[config.mk]
export PLATFORM = sky130hd
export DESIGN_NAME = decimal_text_to_float_unit
export DESIGN_NICKNAME = d
export VERILOG_FILES = /design/src/hw/rtl/dtf_pkg.sv /design/src/hw/rtl/decimal_text_to_float_unit.sv /design/src/hw/rtl/dtf_ctrl.sv /design/src/hw/rtl/dtf_datapath.sv
export SDC_FILE = /design/constraint.sdc
export NUM_CORES = 2
export LEC_CHECK = 0
export BUFFER_PORTS_ARGS = -buffer_cell sky130_fd_sc_hd__buf_4
export CAP_MARGIN = 10
export CORE_UTILIZATION = 35
export CTS_BUF_LIST = sky130_fd_sc_hd__clkbuf_8
export DETAILED_ROUTE_END_ITERATION = 12
export MAX_ROUTING_LAYER = met4
export PLACE_DENSITY = 0.59
export SLEW_MARGIN = 40
export SYNTH_ARGS = -nofsm -noshare
export SYNTH_HDL_FRONTEND = slang
export SYNTH_SLANG_ARGS = --single-unit
[constraint.sdc]
create_clock -name clk -period 16.8 [get_ports clk]
set_clock_uncertainty 0.05 [all_clocks]
set_input_delay 0.84 -clock clk [delete_from_list [all_inputs] [get_ports clk]]
set_output_delay 0.84 -clock clk [all_outputs]
set_load 0.02 [all_outputs]
[src/hw/rtl/dtf_pkg.sv]
`timescale 1ns / 1ps
// ----------------------------------------------------------------------------
// dtf_pkg: shared types and constants for the decimal text to float unit
// Word formats, controller states, command and status bundles, and the
// character and single-precision constants used by the parser.
// ----------------------------------------------------------------------------
package dtf_pkg;

    localparam int MAX_DIGITS_DEF = 8;

    localparam logic [7:0] CH_MINUS = 8'h2D;
    localparam logic [7:0] CH_PLUS  = 8'h2B;
    localparam logic [7:0] CH_POINT = 8'h2E;
    localparam logic [7:0] CH_ZERO  = 8'h30;

    // Single-precision scale factors 0.01f, 0.1f and 10.0f.
    localparam logic [31:0] F_HUNDREDTH = 32'h3C23_D70A;
    localparam logic [31:0] F_TENTH     = 32'h3DCC_CCCD;
    localparam logic [31:0] F_TEN       = 32'h4120_0000;

    // Biased exponent of a 32-bit integer whose top bit is set.
    localparam logic [7:0] NORM_EXP_TOP = 8'd158;

    typedef struct packed {
        logic [7:0] ch;
        logic       first;
    } in_word_t;

    typedef struct packed {
        logic [31:0] value_bits;
        logic        ok;
        logic [7:0]  used_chars;
    } out_word_t;

    typedef enum logic [2:0] {
        ST_RUN,
        ST_NORM,
        ST_CONV,
        ST_SCALE,
        ST_MUL,
        ST_RND,
        ST_DONE
    } state_t;

    typedef struct packed {
        logic accept;
        logic norm_shift;
        logic conv;
        logic mul;
        logic rnd;
        logic out_load;
    } cmd_t;

    typedef struct packed {
        logic term;
        logic zero;
        logic norm_done;
        logic exp_nonzero;
        logic out_free;
    } sts_t;

endpackage

[src/hw/rtl/decimal_text_to_float_unit.sv]
`timescale 1ns / 1ps
// ----------------------------------------------------------------------------
// decimal_text_to_float_unit: streaming ASCII decimal to single-precision
// Parses a signed decimal number one character word at a time and delivers
// its IEEE-754 single bit pattern, a digit-seen flag and the character count.
// ----------------------------------------------------------------------------
//
//   Channel  Handshake             Word
//   -------  --------------------  ------------------------------------------
//   in       in_valid / in_ready   in_word: ch, first
//   out      out_valid / out_ready out_word: value_bits, ok, used_chars
//
// Sign, digit and point words are taken one per cycle. A terminating word
// starts the finishing sequence: one-bit normalize shifts until the top bit
// is set (a zero integer skips straight to the output load), a conversion,
// then for every scale step of the shared single-precision multiplier an
// issue, multiply and round state, plus one closing scale check, with up to
// 127 steps for large exponents. The output register is then loaded, which
// waits until the previous word has left; the input is stalled through all
// of this. The result then waits in the output register while the next
// number is parsed. Reset is asynchronous and leaves the unit idle and empty.
//
module decimal_text_to_float_unit #(
    parameter int MAX_DIGITS = dtf_pkg::MAX_DIGITS_DEF
) (
    input  logic               clk,
    input  logic               rst_n,
    input  logic               in_valid,
    output logic               in_ready,
    input  dtf_pkg::in_word_t  in_word,
    output logic               out_valid,
    input  logic               out_ready,
    output dtf_pkg::out_word_t out_word
);
    import dtf_pkg::*;

    // Commands from the controller and status from the datapath.
    cmd_t cmd;
    sts_t sts;

    dtf_ctrl u_ctrl (
        .clk      (clk),
        .rst_n    (rst_n),
        .in_valid (in_valid),
        .sts      (sts),
        .in_ready (in_ready),
        .cmd      (cmd)
    );

    // The datapath parses accepted words and holds the result register.
    dtf_datapath #(
        .MAX_DIGITS (MAX_DIGITS)
    ) u_datapath (
        .clk       (clk),
        .rst_n     (rst_n),
        .in_word   (in_word),
        .cmd       (cmd),
        .out_ready (out_ready),
        .sts       (sts),
        .out_valid (out_valid),
        .out_word  (out_word)
    );

`ifndef ASSERT_OFF
    a_no_digit_zero: assert property (@(posedge clk) disable iff (!rst_n)
        (out_valid && !out_word.ok) |-> (out_word.value_bits == 32'd0))
        else $error("word without digits carries a nonzero value");
    a_term_stalls: assert property (@(posedge clk) disable iff (!rst_n)
        (in_valid && in_ready && sts.term) |=> !in_ready)
        else $error("input not stalled after a terminator");
    a_load_shows: assert property (@(posedge clk) disable iff (!rst_n)
        cmd.out_load |=> out_valid)
        else $error("loaded result not presented");
`endif

endmodule

[src/hw/rtl/dtf_ctrl.sv]
`timescale 1ns / 1ps
// ----------------------------------------------------------------------------
// dtf_ctrl: sequencing controller
// Steps a finished number through normalize, convert, scale and hand-off.
// ----------------------------------------------------------------------------
module dtf_ctrl (
    input  logic          clk,
    input  logic          rst_n,
    input  logic          in_valid,
    input  dtf_pkg::sts_t sts,
    output logic          in_ready,
    output dtf_pkg::cmd_t cmd
);
    import dtf_pkg::*;

    state_t state_reg;
    state_t state_next;

    always_ff @(posedge clk or negedge rst_n)
    begin
        if (!rst_n)
        begin
            state_reg <= ST_RUN;
        end
        else
        begin
            state_reg <= state_next;
        end
    end

    always_comb
    begin
        state_next = state_reg;
        case (state_reg)
            ST_RUN:
            begin
                if (in_valid && sts.term)
                begin
                    state_next = ST_NORM;
                end
            end
            ST_NORM:
            begin
                if (sts.zero)
                begin
                    state_next = ST_DONE;
                end
                else if (sts.norm_done)
                begin
                    state_next = ST_CONV;
                end
            end
            ST_CONV:  state_next = ST_SCALE;
            ST_SCALE: state_next = sts.exp_nonzero ? ST_MUL : ST_DONE;
            ST_MUL:   state_next = ST_RND;
            ST_RND:   state_next = ST_SCALE;
            ST_DONE:
            begin
                if (sts.out_free)
                begin
                    state_next = ST_RUN;
                end
            end
            default:  state_next = ST_RUN;
        endcase
    end

    always_comb
    begin
        cmd      = '0;
        in_ready = 1'b0;
        case (state_reg)
            ST_RUN:
            begin
                in_ready   = 1'b1;
                cmd.accept = in_valid;
            end
            ST_NORM:  cmd.norm_shift = !sts.zero && !sts.norm_done;
            ST_CONV:  cmd.conv = 1'b1;
            ST_SCALE: cmd.mul = sts.exp_nonzero;
            ST_MUL:   cmd.rnd = 1'b0;
            ST_RND:   cmd.rnd = 1'b1;
            ST_DONE:  cmd.out_load = sts.out_free;
            default:  cmd = '0;
        endcase
    end

`ifndef ASSERT_OFF
    a_conv_normalized: assert property (@(posedge clk) disable iff (!rst_n)
        (state_reg == ST_CONV) |-> sts.norm_done)
        else $error("conversion started on an unnormalized integer");
    a_mul_then_round: assert property (@(posedge clk) disable iff (!rst_n)
        (state_reg == ST_MUL) |=> (state_reg == ST_RND))
        else $error("product not rounded after multiply");
    a_load_free: assert property (@(posedge clk) disable iff (!rst_n)
        cmd.out_load |-> sts.out_free)
        else $error("result loaded over a pending word");
`endif

endmodule

[src/hw/rtl/dtf_datapath.sv]
`timescale 1ns / 1ps
// ----------------------------------------------------------------------------
// dtf_datapath: character parser, integer-to-float and float multiplier
// Holds the parse state, the float working value and the output register.
// ----------------------------------------------------------------------------
module dtf_datapath #(
    parameter int MAX_DIGITS = dtf_pkg::MAX_DIGITS_DEF
) (
    input  logic               clk,
    input  logic               rst_n,
    input  dtf_pkg::in_word_t  in_word,
    input  dtf_pkg::cmd_t      cmd,
    input  logic               out_ready,
    output dtf_pkg::sts_t      sts,
    output logic               out_valid,
    output dtf_pkg::out_word_t out_word
);
    import dtf_pkg::*;

    localparam int ACC_W = $clog2(10 ** MAX_DIGITS);

    // Parse state.
    logic             active_reg;
    logic             neg_reg;
    logic             frac_reg;
    logic [ACC_W-1:0] acc_reg;
    logic signed [7:0] dexp_reg;
    logic [7:0]       dcnt_reg;
    logic [7:0]       ccnt_reg;

    logic             active_next;
    logic             neg_next;
    logic             frac_next;
    logic [ACC_W-1:0] acc_next;
    logic signed [7:0] dexp_next;
    logic [7:0]       dcnt_next;
    logic [7:0]       ccnt_next;

    // Finishing state.
    logic             fin_neg_reg;
    logic             fin_ok_reg;
    logic [7:0]       fin_used_reg;
    logic [31:0]      n_reg;
    logic [7:0]       nexp_reg;
    logic signed [7:0] e_reg;
    logic [31:0]      f_reg;
    logic [47:0]      prod_reg;
    logic [9:0]       esum_reg;
    logic             ainf_reg;

    logic             out_valid_reg;
    out_word_t        out_word_reg;

    // Parse combinational.
    logic             cur_neg, cur_frac, act;
    logic [ACC_W-1:0] cur_acc;
    logic signed [7:0] cur_dexp;
    logic [7:0]       cur_dcnt, cur_ccnt, d, dcnt_inc;
    logic             is_sign, is_dig, is_dot, term;
    logic [ACC_W+3:0] acc_x10;

    always_comb
    begin
        cur_neg  = in_word.first ? 1'b0 : neg_reg;
        cur_frac = in_word.first ? 1'b0 : frac_reg;
        cur_acc  = in_word.first ? '0 : acc_reg;
        cur_dexp = in_word.first ? 8'sd0 : dexp_reg;
        cur_dcnt = in_word.first ? 8'd0 : dcnt_reg;
        cur_ccnt = in_word.first ? 8'd0 : ccnt_reg;
        act      = in_word.first || active_reg;
        d        = in_word.ch - CH_ZERO;
        is_sign  = (cur_ccnt == 8'd0) && ((in_word.ch == CH_MINUS) || (in_word.ch == CH_PLUS));
        is_dig   = !is_sign && (d <= 8'd9);
        is_dot   = !is_sign && !is_dig && (in_word.ch == CH_POINT) && !cur_frac;
        term     = act && !is_sign && !is_dig && !is_dot;
        dcnt_inc = (cur_dcnt == 8'd255) ? cur_dcnt : cur_dcnt + 8'd1;
        acc_x10  = {1'b0, cur_acc, 3'b000} + {3'b000, cur_acc, 1'b0}
                 + (ACC_W+4)'(d[3:0]);
    end

    always_comb
    begin
        active_next = active_reg;
        neg_next    = neg_reg;
        frac_next   = frac_reg;
        acc_next    = acc_reg;
        dexp_next   = dexp_reg;
        dcnt_next   = dcnt_reg;
        ccnt_next   = ccnt_reg;
        if (cmd.accept && act)
        begin
            active_next = !term;
            neg_next    = cur_neg;
            frac_next   = cur_frac;
            acc_next    = cur_acc;
            dexp_next   = cur_dexp;
            dcnt_next   = cur_dcnt;
            ccnt_next   = (term || cur_ccnt == 8'd255) ? cur_ccnt : cur_ccnt + 8'd1;
            if (is_sign)
            begin
                neg_next = (in_word.ch == CH_MINUS);
            end
            else if (is_dig)
            begin
                dcnt_next = dcnt_inc;
                if (dcnt_inc <= 8'(MAX_DIGITS))
                begin
                    acc_next = acc_x10[ACC_W-1:0];
                    if (cur_frac)
                    begin
                        dexp_next = cur_dexp - 8'sd1;
                    end
                end
                else if (!cur_frac && cur_dexp < 8'sd127)
                begin
                    dexp_next = cur_dexp + 8'sd1;
                end
            end
            else if (is_dot)
            begin
                frac_next = 1'b1;
            end
        end
    end

    always_ff @(posedge clk or negedge rst_n)
    begin
        if (!rst_n)
        begin
            active_reg <= 1'b0;
            neg_reg    <= 1'b0;
            frac_reg   <= 1'b0;
            acc_reg    <= '0;
            dexp_reg   <= 8'sd0;
            dcnt_reg   <= 8'd0;
            ccnt_reg   <= 8'd0;
        end
        else
        begin
            active_reg <= active_next;
            neg_reg    <= neg_next;
            frac_reg   <= frac_next;
            acc_reg    <= acc_next;
            dexp_reg   <= dexp_next;
            dcnt_reg   <= dcnt_next;
            ccnt_reg   <= ccnt_next;
        end
    end

    // Conversion rounding of the normalized integer.
    logic        cv_up;
    logic [24:0] cv_sum;
    logic [31:0] cv_float;

    always_comb
    begin
        cv_up  = n_reg[7] && ((|n_reg[6:0]) || n_reg[8]);
        cv_sum = {1'b0, n_reg[31:8]} + 25'(cv_up);
        if (cv_sum[24])
        begin
            cv_float = {1'b0, nexp_reg + 8'd1, 23'd0};
        end
        else
        begin
            cv_float = {1'b0, nexp_reg, cv_sum[22:0]};
        end
    end

    // Scale factor choice and exponent step.
    logic [31:0]       k_float;
    logic signed [7:0] e_step;

    always_comb
    begin
        if (e_reg <= -8'sd2)
        begin
            k_float = F_HUNDREDTH;
            e_step  = e_reg + 8'sd2;
        end
        else if (e_reg < 8'sd0)
        begin
            k_float = F_TENTH;
            e_step  = 8'sd0;
        end
        else
        begin
            k_float = F_TEN;
            e_step  = e_reg - 8'sd1;
        end
    end

    // Product rounding.
    logic        rn_hi, rn_g, rn_s, rn_up;
    logic [23:0] rn_m;
    logic [24:0] rn_sum;
    logic [10:0] rn_exp;
    logic [31:0] rn_float;

    always_comb
    begin
        rn_hi = prod_reg[47];
        if (rn_hi)
        begin
            rn_m = prod_reg[47:24];
            rn_g = prod_reg[23];
            rn_s = |prod_reg[22:0];
        end
        else
        begin
            rn_m = prod_reg[46:23];
            rn_g = prod_reg[22];
            rn_s = |prod_reg[21:0];
        end
        rn_up  = rn_g && (rn_s || rn_m[0]);
        rn_sum = {1'b0, rn_m} + 25'(rn_up);
        rn_exp = {1'b0, esum_reg} + 11'(rn_hi) + 11'(rn_sum[24]) - 11'd127;
        if (ainf_reg || rn_exp >= 11'd255)
        begin
            rn_float = {1'b0, 8'hFF, 23'd0};
        end
        else
        begin
            rn_float = {1'b0, rn_exp[7:0], rn_sum[24] ? 23'd0 : rn_sum[22:0]};
        end
    end

    always_ff @(posedge clk)
    begin
        if (cmd.accept && term)
        begin
            fin_neg_reg  <= cur_neg;
            fin_ok_reg   <= (cur_dcnt != 8'd0);
            fin_used_reg <= cur_ccnt;
            n_reg        <= {{(32-ACC_W){1'b0}}, cur_acc};
            nexp_reg     <= NORM_EXP_TOP;
            e_reg        <= cur_dexp;
            f_reg        <= 32'd0;
        end
        if (cmd.norm_shift)
        begin
            n_reg    <= {n_reg[30:0], 1'b0};
            nexp_reg <= nexp_reg - 8'd1;
        end
        if (cmd.conv)
        begin
            f_reg <= cv_float;
        end
        if (cmd.mul)
        begin
            prod_reg <= {1'b1, f_reg[22:0]} * {1'b1, k_float[22:0]};
            esum_reg <= {2'b00, f_reg[30:23]} + {2'b00, k_float[30:23]};
            ainf_reg <= (f_reg[30:23] == 8'hFF);
            e_reg    <= e_step;
        end
        if (cmd.rnd)
        begin
            f_reg <= rn_float;
        end
        if (cmd.out_load)
        begin
            out_word_reg.value_bits <= fin_ok_reg ? {fin_neg_reg, f_reg[30:0]} : 32'd0;
            out_word_reg.ok         <= fin_ok_reg;
            out_word_reg.used_chars <= fin_used_reg;
        end
    end

    always_ff @(posedge clk or negedge rst_n)
    begin
        if (!rst_n)
        begin
            out_valid_reg <= 1'b0;
        end
        else if (cmd.out_load)
        begin
            out_valid_reg <= 1'b1;
        end
        else if (out_ready)
        begin
            out_valid_reg <= 1'b0;
        end
    end

    always_comb
    begin
        sts.term        = term;
        sts.zero        = (n_reg == 32'd0);
        sts.norm_done   = n_reg[31];
        sts.exp_nonzero = (e_reg != 8'sd0);
        sts.out_free    = !out_valid_reg || out_ready;
    end

    assign out_valid = out_valid_reg;
    assign out_word  = out_word_reg;

endmodule

==> summary.txt <==
STA
  • Slew of the pin with the lowest slew margin: ~830 ps
  • RSZ-0062 raised after global routing: false
  • F_max: roughly 110 MHz
  • # setup viols final: 0
  • Setup_tns: 0 ps
  • Slew Limit Headroom: 44.6%
  • Final Hold Vio Count: 0
  • Max-slew violations: 0
  • Tmin final: between 8000 and 9000 ps
  • Tcrit/Tclk final: approximately 53%
  • Final WS setup: between 7000 and 8000 ps

Clocking
  • CTS Sinks: roughly 250
  • Hold bufs inserted after CTS: 0
  • CTS tree: yes
  • CTS root buffer: clkbuf_8
  • Post-cts gate resize count: 0
  • Max clock buf depth: 3
  • Clk slew on worst S/H paths: about 60 ps
  • H-tree Lvls: 2
  • Post-CTS setup buffers: 0
  • Clk_lat worst skew: approximately 640 ps
  • CTS buffer count: 43

Logic synthesis
  • #FFs+latches synth: between 200 and 250
  • Synth top area share: 25.4%
  • Distinct cells, synth: 85
  • Yosys warns: 0
  • Synth area leaders: fa_1 (25%), edfxtp_1 (19%), ha_1 (14%)
  • EDFF count, synth: 187
  • Post-Syn Area: 29100 um^2
  • Synth area leader: fa_1
  • Syn Nets: around 3600
  • Post-synth ARST share: between 20% and 30%
  • Cell count after synthesis: 2940
  • Top_reg_cell synth: edfxtp_1
  • Mean post-synth cell area: slightly below 10 um^2
  • Seq/Total Area, Yosys: between 20 and 25%

Place
  • Placed Instances: about 4000
  • Final GP Congestion: roughly 0.97
  • Pre-CTS setup slack: 7890 ps
  • Detail Placement HPWL: just over 60 mm
  • # port buffers: 55

Min path
  • Hold WC Path Type: in -> async

Worst setup path
  • Crit end category: register
  • Crit-path max FO: 34
  • Reg-to-reg critical path startpoint: u_datapath.e_reg[2]
  • R2R Setup Slk: a little under 8000 ps
  • Worst r2r dst: u_datapath.prod_reg[44]
  • Data required time of the worst path: 17100 ps
  • Slowest library cell on the worst path: nor2_1
  • CP peak stage delay: 670 ps
  • Cell mode on critical path: fa_1
  • Reg2Reg Depth: 25
  • Critical Path Source Type: register
  • CP arrival: ~9200 ps
  • Critical path class: reg -> reg

Layout
  • Non-Filler Instances: around 4100
  • Max reg flops: 48
  • Layout Nets: approximately 3700
  • # diodes: 0
  • Area growth from synthesis to layout: 8.31%
  • Share of cells above drive strength 1: 6.24%

GRT
  • Grt ovf: 0
  • Met2 Resource Use GR: 30.1%
  • GRT met3 Usage: 2.46%
  • Vias in the first global route: 20700
  • GR peak layer: met2
  • M1 GR Usage: 24.5%
  • GRT Util Overall: about a fifth
  • Antenna violations before repair: 2
  • Largest net degree at the start of global routing: 63
  • First-pass GRT wire length: roughly 120 mm

Floorplan
  • Die area: around 84000 um^2
  • Core area: roughly 82000 um^2
  • FP Rows: between 100 and 150
  • Top Ports: 56
  • DIE HEIGHT: between 200 and 300 um
  • Initial cell density of the core: 35.4%
  • Die X: ~290 um

Route
  • Detailed Route WL: approximately 75 mm
  • Via count: 20200
  • Drt pass-1 iters: 5
  • Final ANT Viol Nets: 0
  • DRC errors left: 0
  • Detailed Route Iter0 Violations: between 1000 and 1500
  • Via density per instance: 4.96
  • Avg WL per Cell: ~18 um

Run
  • Max_cap viols: 0

Outcome
  • Status: finished clean
==> cell usage in the layout, fill, tap and decap left out, drive strengths merged, types with 7 or more instances in the layout <==
| cell | synthesis | final |
|---|---|---|
| o21bai | 7 | 7 |
| nor2 | 128 | 128 |
| and2 | 66 | 66 |
| a211oi | 12 | 12 |
| a21o | 36 | 36 |
| edfxtp | 187 | 187 |
| o21a | 12 | 12 |
| nor4 | 20 | 20 |
| dfrtp | 58 | 58 |
| o22ai | 34 | 34 |
| o31ai | 7 | 7 |
| fa | 370 | 370 |
| nand3 | 81 | 81 |
| or3 | 12 | 12 |
| ha | 318 | 318 |
| a22o | 28 | 28 |
| nand2 | 220 | 220 |
| nor3 | 21 | 21 |
| a21oi | 96 | 96 |
| inv | 627 | 640 |
| nor2b | 48 | 48 |
| clkinv | 1 | 16 |
| nand4 | 25 | 25 |
| xnor2 | 111 | 111 |
| o21ai | 97 | 97 |
| nand2b | 29 | 29 |
| buf | 18 | 79 |
| a31oi | 17 | 17 |
| and3 | 16 | 16 |
| xor2 | 70 | 70 |
| mux2i | 14 | 14 |
| clkbuf | 67 | 43 |
==> worst max-delay path, delay by kind of cell (launching register included) <==
family,cells,cell delay [ps]
and+or+nand+nor,7,1960
adders and majority gates,8,4000
xor gates and xnor gates,1,140
DFF,1,440
AOI/OAI and AO/OA,4,1330
buffers and inverters,5,710
==> through the flow <==
step	util (%)	area, um^2	hold slack [ps]
floorplan	-	29100	350
global placement	37.4	30700	354
detailed placement	37.4	30700	357
CTS	38.4	31500	248
global route	38.4	31600	148
finish	38.4	31600	141
==> cell type report <==
cell class / instances / area, um^2
fillers: 8267 / 50700
multi-input cells: 1981 / 19300
flip-flops and latches: 246 / 7090
inverters: 628 / 2360
well taps: 1070 / 1340
repair buffers: 79 / 601
clock buffers: 43 / 592
clock inverters: 34 / 236
==> synth_stat cells, types with 16 or more instances <==
cell	count
nand2b_1	29
inv_1	626
nor3_1	19
clkbuf_1	67
a22o_1	28
edfxtp_1	187
and3_1	16
and2_1	65
o21ai_0	96
xnor2_1	111
xor2_1	70
dfrtp_1	58
a21o_1	36
nand3_1	80
fa_1	370
a31oi_1	16
nor2b_1	48
nor2_1	128
nand4_1	25
a21oi_1	94
ha_1	318
nand2_1	220
nor4_1	19
o22ai_2	20
==> per-layer routing <==
layer | vias up | wire length [um]
li1 | 9612 | -
met1 | 10000 | 32900
met2 | 498 | 36000
met3 | 131 | 3980
met4 | 0 | 2550
met5 | - | 0
==> how the worst max path moves through the flow <==
stage | start | end | cells after the start
2_1_floorplan | u_datapath.e_reg[2] | u_datapath.prod_reg[47] | 28
3_3_place_gp | u_datapath.e_reg[3] | u_datapath.prod_reg[44] | 25
3_5_place_dp | u_datapath.e_reg[7] | u_datapath.prod_reg[44] | 24
4_1_cts | u_datapath.e_reg[2] | u_datapath.prod_reg[44] | 25
5_1_grt | u_datapath.e_reg[7] | u_datapath.prod_reg[44] | 24
6_report | u_datapath.e_reg[2] | u_datapath.prod_reg[44] | 25
==> cells by family (layout without fill, tap and decap cells) <==
kind of cell / Yosys count / after routing / synth area share, %
compound gates: 394 / 394 / 9.24
xor+xnor: 181 / 181 / 5.44
flops: 246 / 246 / 24.3
mux: 19 / 19 / 0.674
simple gates: 698 / 698 / 11.9
fa+ha+maj: 688 / 688 / 39.1
other cells: 1 / 1 / 0.0129
buf+inv: 713 / 784 / 9.34
Power is left out: the tool's default activity adds up to more than one toggle a clock period on the data nets, which glitch-free logic cannot reach.
